===== src/rtl/ttu_pkg.sv =====
`timescale 1ns / 1ps
`default_nettype none
package ttu_pkg;
	localparam int OUT_FRAC = 30;
	localparam int MW = 33;
	localparam int PW = 66;
	localparam int AW = 67;
	localparam int RW = 36;
	localparam logic [31:0] OUT_LIM = 32'd1 << OUT_FRAC;

	typedef struct packed {
		logic ge;
		logic [RW-1:0] diff;
	} step_res_t;
endpackage
`default_nettype wire


===== src/rtl/ttu_rstep.sv =====
`timescale 1ns / 1ps
`default_nettype none
module ttu_rstep (
	input  wire logic [ttu_pkg::RW-1:0] rem,
	input  wire logic [ttu_pkg::RW-1:0] sub,
	output ttu_pkg::step_res_t          res
);
	always_comb begin
		res.ge = rem >= sub;
		res.diff = rem - sub;
	end
endmodule
`default_nettype wire


===== config.mk =====
export PLATFORM = sky130hd
export DESIGN_NAME = ttu_rstep
export DESIGN_NICKNAME = d
export VERILOG_FILES = /design/src/rtl/ttu_pkg.sv /design/src/rtl/ttu_rstep.sv
export SDC_FILE = /design/constraint.sdc
export NUM_CORES = 1
export LEC_CHECK = 0
export BUFFER_PORTS_ARGS = -buffer_cell sky130_fd_sc_hd__buf_2
export CORE_MARGIN = 4
export CORE_UTILIZATION = 30
export DETAILED_ROUTE_END_ITERATION = 16
export PLACE_DENSITY = 0.56
export SLEW_MARGIN = 10
export SYNTH_ARGS = -nofsm -noshare
export SYNTH_HDL_FRONTEND = slang
export SYNTH_SLANG_ARGS = --single-unit

===== constraint.sdc =====
create_clock -name vclk -period 1.8
set_input_delay 0.09 -clock vclk [all_inputs]
set_output_delay 0.09 -clock vclk [all_outputs]
set_load 0.02 [all_outputs]

; ---- Yosys cells after proc, flatten, opt, wreduce, memory -nomap -nowiden
; Index checks and enable logic that the tools add are counted.
[op_classes]
addsub = 1
multipliers = 0
div_mod_pow = 0
order_cmp = 1
n_eq_ne = 0
shifts = 0
n_mux = 0
bitwise = 0
reduce_logical = 0
[ops]
columns = cell, n
row1 = 36-bit >= comparator, 1
row2 = 36-bit subtractor, 1
[totals]
ff_bits = 0
latch_bits = 0
ram_bits = 0
romBits = 0
out_inout_bits = 37
word_cells = 2
mem_count = 0

; ---- Longest topological paths before layout
[depth]
ltp_word = 1
depth_mapped = 10

; ---- Worst setup path after synthesis
; No wires, ideal clock.
[synth_timing]
path_type = input to output
startpoint = in rem[0] (netlist bit)
endpoint = out res[24] (netlist bit)
arrival_time_ns = 2.146
required_ns = 1.710
slack_ns = -0.436
cell_stages = 10
path_cell_list = inv_1 ha_1 fa_1 nor2b_1 o2111ai_1 nand2_2 a21oi_2 o21bai_2 nor4_1 a211oi_1
[synth_rtl]
columns = element, line
row1 = start: declaration, ttu_rstep.sv:4  ; input wire logic [ttu_pkg::RW-1:0] rem,
row2 = end: declaration, ttu_rstep.sv:6  ; output ttu_pkg::step_res_t res

==> impl_summary.txt <==
----------------------------------------------------
[Logic synthesis]
  Summed instance area of the synthesized netlist ... 2350 sq um
  Yosys warns ... 0
  Number of standard cells after synthesis ... around 330
  Net Count, Synth ... 442
  Sequential cell area fraction in the yosys report ... 0
  Number of different library cells in the post-synthesis netlist ... 69
  Mean cell area of the mapped netlist ... 7.06 sq um

[Critical path]
  Startpoint class of the critical path ... primary input
  Critical path, cell by cell ... buf_2 -> inv_1 -> ha_4 -> buf_4 -> a311o_1 -> a2111oi_4 -> buf_4 -> o31ai_2 -> xor2_1 -> buf_4
  Largest incremental delay on the critical path ... 0.42 ns
  Origin of the worst setup path ... sub[11]
  Arrival time at the worst endpoint ... 2.09 ns
  Buffers plus inverters on the worst setup path ... 5
  Maximum net fanout on the critical path ... 4
  CP max-delay cell ... sky130_fd_sc_hd__a311o_1
  Crit end category ... primary output
  Category of cells accounting for the largest share of critical-path delay ... compound AO/OA/AOI/OAI gates
  Required time at the endpoint of the critical path ... 1.71 ns
  Cell repeated most along the worst path ... sky130_fd_sc_hd__buf_4
  Critical path type ... primary input to primary output

[Placed design]
  Pre-CTS WS ... -0.555 ns
  Final RePlAce weighted congestion ... around 0.81
  Placed cell count ... ~650
  Port Buffer Count ... 109
  Placed cell areas ... 4100 sq um
  Final HPWL from detailed placement ... 7000 um

[Global route]
  Number of global-route vias before repair ... 3,179
  Largest net degree at the start of global routing ... 11
  Total routing usage reported by global routing ... 0.176
  Global-route wire length before repair ... between 10,000 and 15,000 um
  Initial antenna violation count ... 0
  Leftover overflow at the end of global routing ... 0

[Power and ir drop]
  Standby leakage power ... between 2 and 2.5 nW
  Part of the total power dissipated in sequential elements ... 0
  Power share of the combinational group ... 1.000
  Total chip power ... 2.27 mW
  Clock power frac ... 0
  IR Drop Worst-Case VDD ... between 0.3 and 0.4 mV
  Ratio of total power to cell area ... ~450 nW/um^2
  Net Sw Frac ... 0.485
  NetSw ... 1.10 mW
  Internal ... 1.17 mW

[STA]
  Upper clock frequency limit ... 0.458 GHz
  Period minus WS final ... about 2.2 ns
  Final count of hold timing violations ... 0
  Post-route fraction of the period consumed by the critical path ... 1.21
  Number of setup violations in the final report ... 30
  Slew Limit Fails ... 0
  RSZ-0062 raised after global routing ... true
  Remaining max-slew budget at the tightest pin ... 0.726
  Smallest hold slack ... approximately 0.55 ns
  Slew at the pin with the worst max-slew slack ... 0.406 ns
  Setup TNS ... -6.98 ns
  Final WS setup ... -0.383 ns

[Finish]
  Final cell count without fillers ... 665
  Most frequent cells in the layout ... sky130_fd_sc_hd__buf_4, sky130_fd_sc_hd__buf_2, sky130_fd_sc_hd__buf_6
  Area of combinational cells with multiple inputs ... roughly 2900 sq um
  Clock buffers ... 0
  Reg area ... 0 sq um
  Count of flip-flops and latches ... 0
  Final Cell Area ... roughly 5000 sq um
  Share of the core filled with cells in the final layout ... 0.650
  Layout cells sized above 1 ... 0.634
  Area growth syn-to-layout ... 112%
  N_diodes ... 0
  Most frequent standard cell in the layout excluding fill and tap cells ... sky130_fd_sc_hd__buf_4
  Fill count ... roughly 660
  Final layout net count ... roughly 670

[Min path]
  Min-delay src ... sub[0]
  Number of stages on the worst hold path ... 4
  End of the worst hold path ... res[0]
  Worst min-delay path category ... primary input to primary output

[Flow run]
  Number of max-cap violations ... 0

[Die]
  Height of the chip ... 96.6 um
  I/O pin count ... 109
  Total die area ... about 9300 sq um
  Width of the die ... slightly below 100 um
  Standard-cell rows ... 32
  Initial standard-cell utilization of the core ... 0.306
  Area of the core ... between 7000 and 8000 sq um

[Routing]
  Total Wirelength ... 8780 um
  DR iter-0 viols ... 70
  Wire length the detailed router placed on met1 ... ~3700 um
  Highest metal layer with signal wires ... met4
  Vias post-DR ... 3,235
  Count of TritonRoute iterations in the first routing pass ... 4
  Met3 Wirelength ... 532 um
  Metal2 WL ... 4550 um
  Routed Antenna Nets ... 0
  Vias/cell ... 4.86
  Number of remaining DRC errors ... 0
  DR WL/cell ... approximately 13 um

[Outcome]
  Violated checks ... negative setup slack
  Outcome ... finished with violations

----------------------------------------------------
[cell families after synthesis]
logic type,after synthesis,share of synthesized area
AOI/OAI and AO/OA,112,0.356
and+or+nand+nor,96,0.219
buffers and inverters,55,0.0989
adders and majority gates,37,0.200
xor gates and xnor gates,30,0.112
muxes,3,0.0138
[cells in the mapped netlist (all sizes together), types with 3 or more instances]
| cell | n | area [sq um] |
|---|---|---|
| nor4 | 3 | 18.8 |
| nor2b | 3 | 18.8 |
| a211oi | 5 | 37.5 |
| nand4 | 9 | 62.6 |
| and2 | 4 | 25.0 |
| xor2 | 12 | 105 |
| a31oi | 5 | 46.3 |
| nor3 | 4 | 20.0 |
| o21ai | 17 | 85.1 |
| nor2 | 20 | 82.6 |
| o21bai | 5 | 41.3 |
| o31ai | 5 | 56.3 |
| xnor2 | 18 | 158 |
| buf | 4 | 41.3 |
| and3 | 5 | 36.3 |
| o21a | 4 | 30.0 |
| nand2 | 34 | 135 |
| or3 | 4 | 30.0 |
| a21o | 10 | 75.1 |
| a21boi | 3 | 22.5 |
| ha | 36 | 450 |
| inv | 50 | 188 |
| a21oi | 37 | 211 |
[power groups by stage]
stage	registers (mW)	clock network, mW	logic, mW
2_1_floorplan	0	0	1.10
3_3_place_gp	0	0	1.78
3_5_place_dp	0	0	1.80
4_1_cts	0	0	2.10
5_1_grt	0	0	2.44
6_report	0	0	2.27
[layer usage]
metal | track usage | up-vias
met1 | 0.215 | 1483
li1 | - | 1655
met3 | 0.0155 | 4
met2 | 0.347 | 93
met5 | 0 | -
met4 | 0.00818 | 0
[timing repair]
item	CTS	global route
setup buffers	17	8
gates resized for setup	112	54
endpoints found under the setup margin	30	31
pin swaps	44	46
hold buffers	0	0
[cell type report]
type,count,area share
tap,102,0.0255
inverter,50,0.0421
timing repair buffer,235,0.360
multi-input combinational,278,0.573
[tightest hold or removal path: stages]
cell and delay, ns:
sky130_fd_sc_hd__buf_6 0.07, sky130_fd_sc_hd__ha_4 0.12, sky130_fd_sc_hd__inv_1 0.03, sky130_fd_sc_hd__buf_2 0.15
[worst max-delay path by stage]
stage	endpoint	slack, ns	depth (start not counted)
floorplan	res[22]	-0.25	10
global placement	res[22]	-0.54	12
detailed placement	res[22]	-0.55	12
CTS	res[22]	-0.39	12
global route	res[34]	-0.46	10
finish	res[18]	-0.38	10
Power figures use the tool's default switching activity.
