===== src/rtl/ttu_pkg.sv =====
`timescale 1ns / 1ps
`default_nettype none
package ttu_pkg;
	localparam int OUT_FRAC = 30;
	localparam int MW = 33;
	localparam int PW = 66;
	localparam int AW = 67;
	localparam int RW = 36;
	localparam logic [31:0] OUT_LIM = 32'd1 << OUT_FRAC;

	typedef struct packed {
		logic ge;
		logic [RW-1:0] diff;
	} step_res_t;
endpackage
`default_nettype wire


===== src/rtl/ttu_mul.sv =====
`timescale 1ns / 1ps
`default_nettype none
module ttu_mul (
	input  wire logic                              clk,
	input  wire logic signed [ttu_pkg::MW-1:0]     a,
	input  wire logic signed [ttu_pkg::MW-1:0]     b,
	output logic signed [ttu_pkg::PW-1:0]          p_s1
);
	always_ff @(posedge clk) begin
		p_s1 <= a * b;
	end
endmodule
`default_nettype wire


===== config.mk =====
export PLATFORM = sky130hd
export DESIGN_NAME = ttu_mul
export DESIGN_NICKNAME = d
export VERILOG_FILES = /design/src/rtl/ttu_pkg.sv /design/src/rtl/ttu_mul.sv
export SDC_FILE = /design/constraint.sdc
export NUM_CORES = 2
export LEC_CHECK = 0
export ABC_CLOCK_PERIOD_IN_PS = 8109
export BUFFER_PORTS_ARGS = -buffer_cell sky130_fd_sc_hd__buf_2
export CAP_MARGIN = 0
export CORE_UTILIZATION = 40
export DETAILED_ROUTE_END_ITERATION = 10
export PLACE_DENSITY_LB_ADDON = 0.05
export SETUP_SLACK_MARGIN = 0.02
export SLEW_MARGIN = 20
export SYNTH_ARGS = -nofsm -noshare
export SYNTH_HDL_FRONTEND = slang
export SYNTH_SLANG_ARGS = --single-unit
export TNS_END_PERCENT = 1

===== constraint.sdc =====
create_clock -name clk -period 8.11 [get_ports clk]
set_input_delay 1.2165 -clock clk [delete_from_list [all_inputs] [get_ports clk]]
set_output_delay 1.2165 -clock clk [all_outputs]
set_load 0.01 [all_outputs]

# Yosys cells after proc, flatten, opt, wreduce, memory -nomap -nowiden
# Index checks and enable logic that the tools add are counted.
op_classes:
  mul: 1
op_table:
  columns: ["cell", "n"]
  rows:
  - ["multiplier 33 x 33 -> 66 bit", 1]
totals:
  out_inout_bits: 66
  in_bits: 67
  ff_bits: 66

# Logic depth before layout (Yosys ltp)
logic_depth:
  word_depth: 1
  mapped_depth: 27

# Least setup slack after synthesis
# No wires, ideal clock.
synth_path:
  path_kind: "input to register"
  start: "input a[32] (netlist bit)"
  end: "register p_s1[62] (netlist bit)"
  stages: 23
  setup_slack_ns: -0.343
  arrival_ns: 8.374
  setup_ns: 0.079
  required_ns: 8.031
  cell_sequence: "clkbuf_1 > nand2_1 > inv_1 > fa_1 > fa_1 > fa_1 > fa_1 > fa_1 > fa_1 > fa_1 > inv_1 > fa_1 > inv_1 > ha_1 > clkbuf_1 > and3_1 > nand3_1 > nand2b_1 > a2111oi_4 > a211oi_4 > a21o_2 > a21o_1 > a211oi_2"
synth_via:
  elab_chain_len: 1
synth_rtl:
  columns: ["element", "line", "rtl"]
  rows:
  - ["from (decl)", "ttu_mul.sv:5", "input wire logic signed [ttu_pkg::MW-1:0] a,"]
  - ["multiplier 33 x 33 -> 66 bit", "ttu_mul.sv:10", "p_s1 <= a * b;"]
  - ["to (signal assigned)", "ttu_mul.sv:10", null]
  - ["to (decl)", "ttu_mul.sv:7", "output logic signed [ttu_pkg::PW-1:0] p_s1"]
# No other way between the ends.

# Final worst setup path
layout_path:
  start: "input b[0] (netlist bit)"
  end: "register p_s1[62] (netlist bit)"
layout_via:
  elab_chain_len: 1
layout_rtl:
  columns: ["element", "line", "rtl"]
  rows:
  - ["from (decl)", "ttu_mul.sv:6", "input wire logic signed [ttu_pkg::MW-1:0] b,"]
  - ["multiplier 33 x 33 -> 66 bit", "ttu_mul.sv:10", null]
# No other way between the ends.

==> flow_summary_export.csv <==
group,metric,value,unit
placed_design,dp_hpwl,112000,µm
sta,worstMarginPinSlew,0.594,ns
logic_synthesis,netlist_area,40700,µm²
clock_network,cts.root.buffer_cell,"clkbuf_16",
sta,max_slew_margin,60.4,%
clock_network,cts_max_level,3,
logic_synthesis,synth_top_cell_by_area,"fa_1",
logic_synthesis,ys_warn_count,0,
global_route,first_global_vias,32700,
logic_synthesis,synth_edf_count,0,
worst_setup_path,cp.arrival,8.51,ns
routing,via_per_inst,4.76,
logic_synthesis,syn_nets,5767,
logic_synthesis,seq_area_frac_synth,3.24,%
logic_synthesis,yosys.area.top_type_share,56.3,%
floorplanning,start_util,40.6,%
logic_synthesis,ys_ff_latch,66,
clock_network,cts_tree,"yes",
routing,drc_errors,0,
min_path,min_path_type,"input pin to flop",
routing,firstDrtPassIters,5,
worst_setup_path,end_kind,"flop",
logic_synthesis,async_flop_share,0,%
worst_setup_path,worstSetupPathType,"input pin to flop",
finish,largest_reg_flops,66,
worst_setup_path,crit_fanout,5,
sta,rsz0062_at_grt,"yes",
sta,setup_violations,2,
floorplanning,die_x,321,µm
worst_setup_path,cp_top_family,"adder cells",
worst_setup_path,critPathRequiredTime,8.42,ns
outcome,outcome,"complete, but fails checks",
finish,regMostFlops,"p_s1",
logic_synthesis,synth.most_common_cell,"fa_1",
routing,vias,29400,
finish,final_core_util,47.6,%
sta,clock.fmax,0.122,GHz
global_route,overflow,0,
logic_synthesis,syn_area_per_cell,9.39,µm²
worst_setup_path,crit_slowest_cell,"fa_2",
logic_synthesis,ys_top_cells_by_area,"fa_1, inv_1, and2_1",
logic_synthesis,synth_ff_type,"dfxtp_1",
placed_design,globalplace.congestion,0.874,
routing,routed_wl,124000,µm
sta,finalCritPeriodShare,101,%
global_route,antenna_found_initial,5,
clock_network,clk_pin_slew,0.08,ns
logic_synthesis,synth_common_cells,"fa_1, inv_1, and2_1, nand2_1, ha_1",
floorplanning,row_count,116,
placed_design,dp_slack,-0.768,ns
sta,fin_ws,-0.0915,ns
placed_design,portBuffers,132,
finish,drive_gt1_share,16.7,%
sta,final_hold_viol_count,0,
min_path,hold_start,"b[0]",
worst_setup_path,cp-start-kind,"input pin",
floorplanning,dieArea,103000,µm²
finish,area_delta_synth_final,17.5,%
floorplanning,pin_count,133,
worst_setup_path,crit_buf_inv,12,
routing,wl_per_cell,20.2,µm
routing,drt_iter0_markers,1119,
global_route,grt_pass1_wl,196000,µm
floorplanning,die_h,321,µm
clock_network,clockBufferDepth,2,
finish,fin_nets,6239,
clock_network,cts_sinks,66,
job,max-cap-violations,0,
sta,layout_min_cycle_time,8.20,ns
routing,ant_nets,0,
finish,reg.largest.list,"p_s1 (66)",
logic_synthesis,ys_types,80,
worst_setup_path,critPathLaunch,"b[0]",
floorplanning,core_area,100000,µm²
global_route,grt_max_degree,31,
clock_network,cts_hold_buf,0,
global_route,grt_use_total,25.6,%
worst_setup_path,crit_top_cell,"fa_1",
clock_network,cts_buffers,9,
outcome,failed_checks,"setup timing",
sta,finalMaxSlewViolations,0,
worst_setup_path,critPathMaxStageDelay,0.60,ns
logic_synthesis,syn_inst,4338,
==> routing by layer <==
| layer | share of wire (%) | wire length [µm] | GRT usage [%] | vias up |
|---|---|---|---|---|
| met3 | 2.4 | 2960 | 1.77 | 158 |
| li1 | - | - | - | 13300 |
| met2 | 55 | 68800 | 48.2 | 457 |
| met5 | 0.014 | 17 | 0 | - |
| met1 | 38 | 47700 | 30.3 | 15500 |
| met4 | 4.1 | 5050 | 9.33 | 2 |
==> metrics by stage <==
step | area (µm²) | hold slack [ns] | std cells | setup TNS, ns
finish | 47900 | 1.50 | 6173 | -0.107
global route | 47900 | 1.51 | 6173 | -2.39
CTS | 47400 | 1.46 | 6161 | -0.366
detailed placement | 46900 | 1.61 | 6144 | -17.50
global placement | 46900 | 1.61 | 6144 | -19.16
floorplan | 40700 | 1.34 | 4338 | 0
==> final timing paths <==
| check | end | slack, ns | depth (start not counted) |
|---|---|---|---|
| worst max-delay path | p_s1[62]$_DFF_P_ | -0.09 | 30 |
| worst min-delay path | p_s1[0]$_DFF_P_ | 1.50 | 4 |
==> kinds of logic after synthesis <==
kind of cell / after synthesis / share of synthesized area (%)
flip-flops: 66 / 3.24
AO/OA/AOI/OAI: 219 / 4.07
adder cells (fa/ha/maj): 1362 / 62.9
AND/OR/NAND/NOR: 1271 / 15.8
buffers and inverters: 1352 / 12.5
XOR/XNOR: 68 / 1.46
==> placed cells by master (no fill, tap or decap), types with 10 or more instances in the layout <==
master and instances:
nand3_1 24, fa_1 1129, buf_2 103, a21oi_1 46
buf_6 10, xnor2_1 42, a21o_1 36, inv_1 1125
fa_2 16, ha_1 210, buf_4 505, dfxtp_1 66
nand2_1 549, xor2_1 25, buf_12 52, o21ai_0 20
and2_1 560, clkbuf_4 12, nand4_1 11, nor2_1 67
nand2b_1 11, a21oi_2 12
==> cell type report <==
| type | count | area, µm² |
|---|---|---|
| Fill cell | 9982 | 52600 |
| Multi-Input combinational cell | 2920 | 34700 |
| Timing Repair Buffer | 682 | 5550 |
| Inverter | 1131 | 4250 |
| Tap cell | 1357 | 1700 |
| Sequential cell | 66 | 1320 |
| Clock buffer | 10 | 239 |
| Clock inverter | 6 | 87.6 |
| Antenna cell | 1 | 2.50 |
==> what timing repair did <==
item | in CTS | in global routing
resized for setup | 43 | 84
buffers inserted | 2 | 13
setup endpoints to repair | 25 | 38
gates cloned | 0 | 0
pin swaps | 20 | 42
Power is not shown: default switching activity piles up to over one toggle a cycle in this logic, so the estimate is an artifact.
